$ cat src/rtl/core/chp_pkg.sv
// chp_pkg: constants, types and control store for the cascaded high-pass block
// shared by chp_datapath and cascaded_highpass_multichannel_top, no dependencies
package chp_pkg;

    localparam int CHANNELS = 8;
    localparam int SECTIONS = 3;
    localparam int DEPTH    = SECTIONS * CHANNELS;
    localparam int ADDR_W   = (DEPTH > 1) ? $clog2(DEPTH) : 1;

    localparam int CH_W     = 3;
    localparam int SAMPLE_W = 24;
    localparam int GAIN_W   = 19;
    localparam int FRAC     = 18;
    localparam int COEF_W   = GAIN_W + 2;          // signed 2k - 2^18
    localparam int DIFF_W   = SAMPLE_W + 1;
    localparam int PROD_W   = COEF_W + DIFF_W;
    localparam int SUM_W    = PROD_W + 1;
    localparam int SHIFT_W  = SUM_W - FRAC;
    localparam int WORD_W   = 2 * SAMPLE_W;        // {x_prev, y_prev}
    localparam int PC_W     = 4;
    localparam int IDX_W    = 2;

    // register indexes
    localparam logic [IDX_W-1:0] REG_GAIN_ONE   = 2'd0;
    localparam logic [IDX_W-1:0] REG_GAIN_TWO   = 2'd1;
    localparam logic [IDX_W-1:0] REG_GAIN_THREE = 2'd2;

    localparam logic [GAIN_W-1:0] GAIN_ONE_RST   = 19'd254157;
    localparam logic [GAIN_W-1:0] GAIN_TWO_RST   = 19'd253299;
    localparam logic [GAIN_W-1:0] GAIN_THREE_RST = 19'd252446;

    typedef enum logic [2:0] {
        UOP_IDLE     = 3'd0,
        UOP_MUL_DIFF = 3'd1,
        UOP_MUL_FB   = 3'd2,
        UOP_WRITE    = 3'd3,
        UOP_FINISH   = 3'd4
    } t_uop;

    typedef enum logic [1:0] {
        COND_ALWAYS   = 2'd0,
        COND_IN_VALID = 2'd1,
        COND_OUT_FREE = 2'd2
    } t_cond;

    typedef struct packed {
        t_uop            op;
        logic [1:0]      sec;
        t_cond           cond;
        logic [PC_W-1:0] next;
    } t_ucode;

    typedef struct packed {
        logic       load;
        logic       clear;
        logic       mul_diff;
        logic       mul_fb;
        logic       wr;
        logic [1:0] sec;
    } t_dp_ctrl;

    // control store: jump to next when cond holds, else hold the step
    function automatic t_ucode ucode_rom(input logic [PC_W-1:0] pc);
        t_ucode uc;
        case (pc)
            4'd0:    uc = '{UOP_IDLE,     2'd0, COND_IN_VALID, 4'd1};
            4'd1:    uc = '{UOP_MUL_DIFF, 2'd0, COND_ALWAYS,   4'd2};
            4'd2:    uc = '{UOP_MUL_FB,   2'd0, COND_ALWAYS,   4'd3};
            4'd3:    uc = '{UOP_WRITE,    2'd0, COND_ALWAYS,   4'd4};
            4'd4:    uc = '{UOP_MUL_DIFF, 2'd1, COND_ALWAYS,   4'd5};
            4'd5:    uc = '{UOP_MUL_FB,   2'd1, COND_ALWAYS,   4'd6};
            4'd6:    uc = '{UOP_WRITE,    2'd1, COND_ALWAYS,   4'd7};
            4'd7:    uc = '{UOP_MUL_DIFF, 2'd2, COND_ALWAYS,   4'd8};
            4'd8:    uc = '{UOP_MUL_FB,   2'd2, COND_ALWAYS,   4'd9};
            4'd9:    uc = '{UOP_WRITE,    2'd2, COND_ALWAYS,   4'd10};
            4'd10:   uc = '{UOP_FINISH,   2'd0, COND_OUT_FREE, 4'd0};
            default: uc = '{UOP_IDLE,     2'd0, COND_ALWAYS,   4'd0};
        endcase
        return uc;
    endfunction

endpackage

$ cat src/rtl/core/chp_datapath.sv
// chp_datapath: per-channel section state memory, shared multiplier, round and saturate
// depends on chp_pkg, driven by the sequencer in cascaded_highpass_multichannel_top
module chp_datapath import chp_pkg::*; (
    input  logic                          i_clk,
    input  logic                          i_rst_n,
    input  t_dp_ctrl                      i_ctrl,
    input  logic [CH_W-1:0]               i_ch,
    input  logic signed [SAMPLE_W-1:0]    i_sample,
    input  logic [SECTIONS-1:0][GAIN_W-1:0] i_gain,
    output logic signed [SAMPLE_W-1:0]    o_y
);

    localparam logic signed [SHIFT_W-1:0] SAT_HI = SHIFT_W'(8388607);
    localparam logic signed [SHIFT_W-1:0] SAT_LO = -SHIFT_W'(8388608);
    localparam logic signed [SUM_W-1:0]   HALF   = SUM_W'(1) <<< (FRAC - 1);

    logic [WORD_W-1:0]          r_mem [DEPTH];
    logic [DEPTH-1:0]           r_vld;
    logic [WORD_W-1:0]          r_rd_word;
    logic                       r_rd_vld;
    logic [ADDR_W-1:0]          r_addr;
    logic                       r_chok;
    logic signed [SAMPLE_W-1:0] r_x;
    logic signed [SAMPLE_W-1:0] r_yp;
    logic signed [PROD_W-1:0]   r_prod;
    logic signed [PROD_W-1:0]   r_acc;

    logic                       ch_ok_in;
    logic                       rd_en;
    logic [ADDR_W-1:0]          rd_addr;
    logic                       n_rd_vld;
    logic [GAIN_W-1:0]          gain;
    logic signed [SAMPLE_W-1:0] x_prev;
    logic signed [SAMPLE_W-1:0] y_prev;
    logic signed [DIFF_W-1:0]   diff;
    logic signed [COEF_W-1:0]   coef;
    logic signed [COEF_W-1:0]   mul_a;
    logic signed [DIFF_W-1:0]   mul_b;
    logic signed [PROD_W-1:0]   mul_p;
    logic signed [SUM_W-1:0]    sum;
    logic signed [SHIFT_W-1:0]  shifted;
    logic signed [SAMPLE_W-1:0] y_sat;

    assign ch_ok_in = ({1'b0, i_ch} < (CH_W + 1)'(CHANNELS));

    always_comb begin
        rd_en   = 1'b0;
        rd_addr = r_addr + ADDR_W'(CHANNELS);
        if (i_ctrl.load) begin
            rd_en   = ch_ok_in;
            rd_addr = ADDR_W'(i_ch);
        end else if (i_ctrl.wr) begin
            // fetch the next section's state while this one writes back
            rd_en = r_chok && (i_ctrl.sec != 2'(SECTIONS - 1));
        end
        n_rd_vld = rd_en ? (r_vld[rd_addr] && !(i_ctrl.load && i_ctrl.clear)) : 1'b0;
    end

    always_comb begin
        case (i_ctrl.sec)
            2'd0:    gain = i_gain[0];
            2'd1:    gain = i_gain[1];
            2'd2:    gain = i_gain[2];
            default: gain = i_gain[0];
        endcase
        x_prev  = r_rd_vld ? $signed(r_rd_word[WORD_W-1:SAMPLE_W]) : '0;
        y_prev  = r_rd_vld ? $signed(r_rd_word[SAMPLE_W-1:0]) : '0;
        diff    = {r_x[SAMPLE_W-1], r_x} - {x_prev[SAMPLE_W-1], x_prev};
        coef    = $signed({1'b0, gain, 1'b0}) - $signed(COEF_W'(1) << FRAC);
        if (i_ctrl.mul_fb) begin
            mul_a = coef;
            mul_b = {r_yp[SAMPLE_W-1], r_yp};
        end else begin
            mul_a = $signed({2'b00, gain});
            mul_b = diff;
        end
        mul_p   = mul_a * mul_b;
        sum     = {r_acc[PROD_W-1], r_acc} + {r_prod[PROD_W-1], r_prod} + HALF;
        shifted = sum[SUM_W-1:FRAC];
        if (shifted > SAT_HI) begin
            y_sat = SAMPLE_W'(SAT_HI);
        end else if (shifted < SAT_LO) begin
            y_sat = SAMPLE_W'(SAT_LO);
        end else begin
            y_sat = shifted[SAMPLE_W-1:0];
        end
    end

    // state memory: stored word is {section input, section output}
    always_ff @(posedge i_clk) begin
        if (i_ctrl.wr && r_chok) begin
            r_mem[r_addr] <= {r_x, y_sat};
        end
        if (rd_en) begin
            r_rd_word <= r_mem[rd_addr];
        end
    end

    always_ff @(posedge i_clk) begin
        if (!i_rst_n) begin
            r_vld    <= '0;
            r_rd_vld <= 1'b0;
            r_chok   <= 1'b0;
        end else begin
            if (i_ctrl.load && i_ctrl.clear) begin
                r_vld <= '0;
            end else if (i_ctrl.wr && r_chok) begin
                r_vld[r_addr] <= 1'b1;
            end
            if (i_ctrl.load || i_ctrl.wr) begin
                r_rd_vld <= n_rd_vld;
            end
            if (i_ctrl.load) begin
                r_chok <= ch_ok_in;
            end
        end
    end

    always_ff @(posedge i_clk) begin
        if (i_ctrl.load) begin
            r_x    <= i_sample;
            r_addr <= ADDR_W'(i_ch);
        end
        if (i_ctrl.mul_diff) begin
            r_prod <= mul_p;
            r_yp   <= y_prev;
        end
        if (i_ctrl.mul_fb) begin
            r_acc  <= r_prod;
            r_prod <= mul_p;
        end
        if (i_ctrl.wr) begin
            r_x    <= y_sat;
            r_addr <= r_addr + ADDR_W'(CHANNELS);
        end
    end

    assign o_y = r_chok ? r_x : '0;

endmodule

$ cat src/rtl/core/cascaded_highpass_multichannel_top.sv
// cascaded_highpass_multichannel_top: three cascaded first-order high-pass sections
// over interleaved channels; uses chp_pkg and chp_datapath
//
//  channel  direction  ports                  payload
//  s        in         i_s_tvalid/o_s_tready  tdata: channel, sample; tuser: clear toggle
//  m        out        o_m_tvalid/i_m_tready  tdata: channel, filtered sample
//  cfg      in         i_cfg_we               i_cfg_idx, i_cfg_wdata (gains, Q1.18)
//
// one word runs through an accept step, then three steps per section on the
// single shared multiplier (difference product, feedback product, round and write back),
// then a step that loads the output register. the output register lets the next word
// be accepted while a result waits. a clear toggle change drops the per-entry valid
// bits at once, so there is no clearing pass. reset is synchronous, active low.
module cascaded_highpass_multichannel_top import chp_pkg::*; (
    input  logic              i_clk,
    input  logic              i_rst_n,
    input  logic              i_s_tvalid,
    output logic              o_s_tready,
    input  logic [31:0]       i_s_tdata,   // [2:0] channel_index, [26:3] sample_in, zero pad
    input  logic              i_s_tuser,   // [0] clear_toggle
    output logic              o_m_tvalid,
    input  logic              i_m_tready,
    output logic [31:0]       o_m_tdata,   // [2:0] channel_out, [26:3] sample_out, zero pad
    input  logic              i_cfg_we,
    input  logic [IDX_W-1:0]  i_cfg_idx,
    input  logic [GAIN_W-1:0] i_cfg_wdata
);

    logic [PC_W-1:0]              r_pc;
    logic [PC_W-1:0]              n_pc;
    logic                         r_last_toggle;
    logic [CH_W-1:0]              r_ch;
    logic [SECTIONS-1:0][GAIN_W-1:0] r_gain;
    logic                         r_out_valid;
    logic [CH_W-1:0]              r_out_ch;
    logic signed [SAMPLE_W-1:0]   r_out_sample;

    t_ucode                       uc;
    t_dp_ctrl                     dp_ctrl;
    logic                         accept;
    logic                         out_free;
    logic                         cond_ok;
    logic signed [SAMPLE_W-1:0]   dp_y;

    assign uc       = ucode_rom(r_pc);
    assign out_free = !r_out_valid || i_m_tready;
    assign o_s_tready = (uc.op == UOP_IDLE);
    assign accept   = i_s_tvalid && o_s_tready;

    always_comb begin
        case (uc.cond)
            COND_ALWAYS:   cond_ok = 1'b1;
            COND_IN_VALID: cond_ok = i_s_tvalid;
            COND_OUT_FREE: cond_ok = out_free;
            default:       cond_ok = 1'b1;
        endcase
        n_pc = cond_ok ? uc.next : r_pc;
    end

    always_comb begin
        dp_ctrl.load     = accept;
        dp_ctrl.clear    = (i_s_tuser != r_last_toggle);
        dp_ctrl.mul_diff = (uc.op == UOP_MUL_DIFF);
        dp_ctrl.mul_fb   = (uc.op == UOP_MUL_FB);
        dp_ctrl.wr       = (uc.op == UOP_WRITE);
        dp_ctrl.sec      = uc.sec;
    end

    chp_datapath u_datapath (
        .i_clk    (i_clk),
        .i_rst_n  (i_rst_n),
        .i_ctrl   (dp_ctrl),
        .i_ch     (i_s_tdata[CH_W-1:0]),
        .i_sample (i_s_tdata[CH_W+SAMPLE_W-1:CH_W]),
        .i_gain   (r_gain),
        .o_y      (dp_y)
    );

    always_ff @(posedge i_clk) begin
        if (!i_rst_n) begin
            r_pc          <= '0;
            r_last_toggle <= 1'b0;
            r_out_valid   <= 1'b0;
            r_gain[0]     <= GAIN_ONE_RST;
            r_gain[1]     <= GAIN_TWO_RST;
            r_gain[2]     <= GAIN_THREE_RST;
        end else begin
            r_pc <= n_pc;
            if (accept) begin
                r_last_toggle <= i_s_tuser;
            end
            if (uc.op == UOP_FINISH && out_free) begin
                r_out_valid <= 1'b1;
            end else if (i_m_tready) begin
                r_out_valid <= 1'b0;
            end
            if (i_cfg_we) begin
                case (i_cfg_idx)
                    REG_GAIN_ONE:   r_gain[0] <= i_cfg_wdata;
                    REG_GAIN_TWO:   r_gain[1] <= i_cfg_wdata;
                    REG_GAIN_THREE: r_gain[2] <= i_cfg_wdata;
                    default:        ;
                endcase
            end
        end
    end

    always_ff @(posedge i_clk) begin
        if (accept) begin
            r_ch <= i_s_tdata[CH_W-1:0];
        end
        if (uc.op == UOP_FINISH && out_free) begin
            r_out_ch     <= r_ch;
            r_out_sample <= dp_y;
        end
    end

    assign o_m_tvalid = r_out_valid;
    assign o_m_tdata  = {5'd0, r_out_sample, r_out_ch};

endmodule
$ cat config.mk
export PLATFORM = sky130hd
export DESIGN_NAME = cascaded_highpass_multichannel_top
export DESIGN_NICKNAME = d
export VERILOG_FILES = /design/src/rtl/core/chp_pkg.sv /design/src/rtl/core/chp_datapath.sv /design/src/rtl/core/cascaded_highpass_multichannel_top.sv
export SDC_FILE = /design/constraint.sdc
export NUM_CORES = 2
export LEC_CHECK = 0
export ABC_CLOCK_PERIOD_IN_PS = 16800
export BUFFER_PORTS_ARGS = -buffer_cell sky130_fd_sc_hd__buf_2
export CORE_UTILIZATION = 50
export DETAILED_ROUTE_END_ITERATION = 10
export PLACE_DENSITY = 0.74
export SYNTH_ARGS = -nofsm -noshare
export SYNTH_HDL_FRONTEND = slang
export SYNTH_SLANG_ARGS = --single-unit
$ cat constraint.sdc
create_clock -name i_clk -period 16.8 [get_ports i_clk]
set_input_delay 1.68 -clock i_clk [delete_from_list [all_inputs] [get_ports i_clk]]
set_output_delay 1.68 -clock i_clk [all_outputs]
set_load 0.02 [all_outputs]
Yosys cells after proc, flatten, opt, wreduce, memory -nomap -nowiden. Memory sizes are Yosys's and may differ from the RTL's. A register that Yosys moved wholly into a read port is not among the register bits. Index checks and enable logic that the tools add are counted. Widths: inputs -> output; s select.

Flip-flop bits (word level): 264. Latch bits: 0. Memory bits (writable): 1152. ROM bits: 176. Bits of input ports: 59. Output and inout bits: 34. Memories: 2.

Memories: u_datapath.r_mem (depth 24, width 48, read ports 1, clocked after Yosys merged registers in 1, write ports 1, RTL line chp_datapath.sv:17) `logic [WORD_W-1:0] r_mem [DEPTH];`; (no name shown) (depth 16, width 11, read ports 1, clocked after Yosys merged registers in 1, write ports 0, RTL line chp_pkg.sv:65) `case (pc)`.

Add/subtract/negate cells: 5. $mul: 1. Divide/modulo/power cells: 0. Magnitude comparators: 5. Eq/ne operators: 12. Shift-type cells: 0. Mux-type cells: 27. Bitwise operators: 2. Reductions and logical operators: 20.

Operator list (number): $mux 24 (5); $mux 46 (2); $add 46x46->47 (1); $add 47x18->47 const B (1); $mul 21x25->46 (1); $pmux 19 s2 (1); $gt 29x24->1 const B (1); $lt 29x24->1 const B (1); $mux 25 (1); $sub 24x24->25 (1); $or 24x24->24 (1); $mux 21 (1); $sub 20x19->21 const B (1); $mux 5 (3); $lt 5x6->1 const B (2); $mux 1 (9); $mux 4 (2); $logic_and 1x1->1 (7); $eq 2x1->1 const B (3); $eq 2x2->1 const B (3); $eq 3x2->1 const B (2); $reduce_and 2->1 (3); $reduce_bool 2->1 (3); $add 5x4->5 const B (1); other kinds (14) (16).

Longest topological paths before layout.
Depth in word-level cells: 7. Mapped depth: 40. Gate-level depth less buffers: 38.

Modules after synthesis. A second synthesis with hierarchy kept.

Cell total of the unflattened synthesis: 5545. Area total of the unflattened synthesis: 79254.8 um^2.

Modules (own cells, without submodules): chp_datapath (instances 1, cells an instance 5172, area an instance 75459.9 um^2, sequential area each 40909.2 um^2); cascaded_highpass_multichannel_top (instances 1, cells an instance 373, area an instance 3794.9 um^2, sequential area each 2342.2 um^2).

Worst setup path after synthesis. OpenSTA, ideal clock, no wires.

Kind: reg2reg. Start point: register u_datapath.r_rd_vld. End point: register u_datapath.r_prod[42] (data pin). Library setup time: 0.264 ns. Arrival: 9.197 ns. Data required time: 16.536 ns. Path slack: 7.340 ns. Cell stages (with the launch flop): 40. Path buffers: 5. Period minus slack after synthesis: 9.460 ns. Path through: dfxtp_1 -> clkbuf_1 -> clkbuf_1 -> nand2_1 -> ha_1 -> and2_1 -> a221o_1 -> a22oi_1 -> nand3_1 -> nor4bb_1 -> o41a_1 -> o31ai_1 -> a21o_1 -> clkbuf_1 -> clkbuf_1 -> nand2_1 -> fa_1 -> inv_1 -> [4 not listed] -> fa_1 -> fa_1 -> fa_1 -> inv_1 -> fa_1 -> inv_1 -> ha_1 -> clkbuf_1 -> a21oi_1 -> nor2b_1 -> o21ai_0 -> nand2b_1 -> a21oi_1 -> nor2b_1 -> o21ai_0 -> nand2b_1 -> a221oi_1 -> xnor2_1.

Word-level cells in the longest chain between the ends: 6.

RTL lines: start, declared (RTL line chp_datapath.sv:20) `logic r_rd_vld;`; start signal, assigned (RTL line chp_datapath.sv:111) `r_rd_vld <= n_rd_vld;`; $mux 24 (*) (RTL line chp_datapath.sv:66) `x_prev = r_rd_vld ? $signed(r_rd_word[WORD_W-1:SAMPLE_W]) : '0;`; $sub 24x24->25 (*) (RTL line chp_datapath.sv:68) `diff = {r_x[SAMPLE_W-1], r_x} - {x_prev[SAMPLE_W-1], x_prev};`; $mux 25 (*) (RTL line chp_datapath.sv:70) `if (i_ctrl.mul_fb) begin`; $mul 21x25->46 (*) (RTL line chp_datapath.sv:77) `mul_p = mul_a * mul_b;`; net u_datapath.mul_p[42] (RTL line chp_datapath.sv:39) `logic signed [PROD_W-1:0] mul_p;`; $mux 46 (RTL line chp_datapath.sv:124) `if (i_ctrl.mul_diff) begin`; $mux 46 (*) (RTL line chp_datapath.sv:128) `if (i_ctrl.mul_fb) begin`; end signal, assigned (RTL line chp_datapath.sv:125) `r_prod <= mul_p;`; end signal, assigned (RTL line chp_datapath.sv:130) `r_prod <= mul_p;`; end, declared (RTL line chp_datapath.sv:25) `logic signed [PROD_W-1:0] r_prod;`.

Mark *: on every way through the listed nets, which the timed path passes. The rest lies on a longest branch. The select of a mux whose other input is x is not followed. A chain may end at the register's enable or synchronous reset.

Worst setup path after layout.
Start point: register u_datapath.r_x[0]. End point: register u_datapath.r_prod[45] (data pin).

Word-level cells in the longest chain between the ends: 5.

RTL lines: start, declared (RTL line chp_datapath.sv:23) `logic signed [SAMPLE_W-1:0] r_x;`; start signal, assigned (RTL line chp_datapath.sv:121) `r_x <= i_sample;`; start signal, assigned (RTL line chp_datapath.sv:133) `r_x <= y_sat;`; $sub 24x24->25 (*) (RTL line chp_datapath.sv:68); $mux 25 (*) (RTL line chp_datapath.sv:70); $mul 21x25->46 (*) (RTL line chp_datapath.sv:77); net u_datapath.mul_p[45] (RTL line chp_datapath.sv:39); $mux 46 (RTL line chp_datapath.sv:124); $mux 46 (*) (RTL line chp_datapath.sv:128).

Marks and branches as above.

==> flow_summary.toml <==
[outcome]
status = "finished clean"

[place]
place.gp.congestion = 0.987
dpl_cell_area_mm2 = 0.0829
io_buffer_count = 82
dp_hpwl_mm = 137

[worst_setup_path]
critPathLaunchType = "flip-flop"
cpMaxStageDelayCell = "o21a_1"
slowest_delay_ns = 0.99
end_kind = "flip-flop"
path_class = "reg2reg"
required_ns = 17.29
arrival_ns = 12.17
crit_top_cell = "inv_1"
path_buf_inv = 8
crit_family = "adder cells"
crit_fanout = 38

[sta]
fmax_ghz = 0.0857
max_slew.worst_pin.slew_ns = 1.38
setup_tns_ns = 0
rsz0062_at_grt = "false"
fin_skew_ns = 0.0638
drv_slew = 0
slew_headroom_pct = 7.59
setup_viol = 0
post-route-period-util_pct = 69.5
finalHoldViolations = 0
final.min_clock_period_ns = 11.67

[clock_network]
numCtsBuffers = 146
htreeDepth = 4
cts_setup_buffers = 0
worstSkewPairLatency_ns = 0.79
cts_sinks = 1473
ctsResizeCount = 0
cts-root-buf = "clkbuf_16"
path_clk_slew_ns = 0.06
cts_tree = "done"
clock_path_buffers = 3
hold_buffers = 0

[final_layout]
final_area_mm2 = 0.0877
final_nets = 6708
drive_above_1_share_pct = 13.4
area_growth_pct = 10.2

[logic_synthesis]
synth_edf_count = 1375
synth_cell_types = 83
ys_seq_area_share_pct = 54.3
synth_area_mm2 = 0.0796
synth-seq-cells = 1473
synth_warnings = 0
syn_area_per_cell_um2 = 13.8
synthCells = 5762
async_reset_ff_share_pct = 0
synth_ff_type = "edfxtp_1"

[die]
fp.dieW_um = 401
rows = 146
die-area_mm2 = 0.161
num_io_pins = 93
start_util_pct = 50.3
fp.coreArea_mm2 = 0.158
die_y_um = 401

[drt]
first_pass_iters = 6
num_vias = 49238
finalWirelength_mm = 215
final_antenna_net_count = 0
drt-vias-per-instance = 6.11
routedWlPerCell_um = 26.6
route.detailed.drc = 0
first_iter_violations = 5917

[grt]
grt_max_degree = 116
first_global_vias = 50297
grt_usage_pct = 27.0
antenna_found_initial = 7
grt_pass1_wl_mm = 321
overflow = 0

[job]
cap_violations = 0

[min_path]
hold_path_class = "reg2reg"
-- kinds of logic after synthesis --
| logic type | count (synthesis) | synth area share [%] |
|---|---|---|
| AND/OR/NAND/NOR | 1471 | 8.04 |
| flip-flops | 1473 | 54.3 |
| buffers and inverters | 900 | 4.33 |
| XOR/XNOR | 83 | 0.923 |
| multiplexers | 360 | 9.12 |
| adder cells (fa/ha/maj) | 781 | 17.3 |
| AO/OA/AOI/OAI | 693 | 5.90 |
| other | 1 | 0.00471 |
-- through the flow --
stage	util, %	cells	setup slack [ns]	hold slack, ns
2_1_floorplan	-	5766	7.34	0.400
6_report	55.5	8059	5.13	0.429
4_1_cts	55.5	8056	5.32	0.428
3_5_place_dp	52.4	7792	5.38	0.412
5_1_grt	55.5	8056	4.78	0.439
3_3_place_gp	52.4	7792	5.47	0.402
-- placed cells by master (no fill, tap or decap), types with 129 or more instances in the layout --
cell type / count
and2_1: 129
buf_4: 129
clkbuf_16: 151
edfxtp_1: 1375
fa_1: 536
ha_1: 245
inv_1: 639
mux4_2: 292
nand2_1: 759
nor2_1: 279
o21ai_0: 132
-- synth_stat cells, drive strengths merged (5+ instances only) --
cell    number  area share [%]
nand3b       7           0.066
xnor2       56            0.62
or3          8           0.063
a22oi       37            0.35
o31a         5           0.055
xor2        27            0.31
o311ai      15            0.17
and4         6           0.066
fa         536              13
mux2i       66            0.83
nor2       305             1.4
o22ai       17            0.13
o21a        50            0.47
ha         245             3.9
and2       129             1.0
or2         17            0.13
a221oi       6           0.066
nand2b      16            0.13
dfxtp       98             2.5
nand4       16            0.13
edfxtp    1375              52
a31oi       17            0.13
nand3      121            0.76
nor3        35            0.22
and3        12           0.094
a32o         8            0.10
mux4       292             8.3
buf         53            0.33
nand2      761             3.6
o31ai       13            0.15
a21o        57            0.54
o211ai      70            0.72
clkbuf     206            0.97
o21ai      157            0.99
a211o        6           0.066
o21bai       9           0.085
inv        640             3.0
a21boi      31            0.29
nor2b       21            0.17
a211oi      17            0.16
a21oi      127            0.80
a41oi        6           0.085
a32oi       11            0.12
a311oi       9           0.099
-- routing by layer --
layer  GRT usage [%]  vias up  wire length (µm)
met5               0        -                55
met4            12.0        8             10200
met3            5.82      579             22800
met2            42.9     2917            102000
met1            35.9    25046             80200
li1                -    20688                 -
-- sequential cells by signal, summed over array words and instances, names as in the netlist, 4 cells and up --
register	flops
u_datapath.r_addr	5
u_datapath.r_x	24
u_datapath.r_acc	46
r_out_sample	24
u_datapath.r_yp	24
r_gain	57
u_datapath.r_vld	24
uc	9
u_datapath.r_rd_word	48
r_pc	4
u_datapath.r_mem	1152
u_datapath.r_prod	46
-- path summary, 6_finish.rpt --
path	from	endpoint	slack, ns	depth (start not counted)
worst max-delay path	u_datapath.r_x[0]	u_datapath.r_prod[45]	5.13	38
worst min-delay path	r_ch[1]	r_out_ch[1]	0.43	0
worst max register to register	u_datapath.r_x[0]	u_datapath.r_prod[45]	5.13	38
worst min register to register	r_ch[1]	r_out_ch[1]	0.43	0
-- final cells by class --
type,instances,area [µm²]
Antenna cell,3,7.51
Inverter,641,2410
Tap cell,2072,2590
Sequential cell,1473,43300
Multi-Input combinational cell,3393,33200
Timing Repair Buffer,213,1420
Fill cell,12331,70500
Clock buffer,179,3890
Clock inverter,85,968
-- worst reg2reg max path, delay by kind of cell, from the launching register on --
family                   cells  cell delay [ns]
buffers and inverters        8             0.52
AO/OA/AOI/OAI               11             3.68
AND/OR/NAND/NOR              9             1.81
flip-flops                   1             0.95
adder cells (fa/ha/maj)     10             4.44
Power is left out: the tool's default activity adds up to more than one toggle a clock period on the data nets, which glitch-free logic cannot reach.
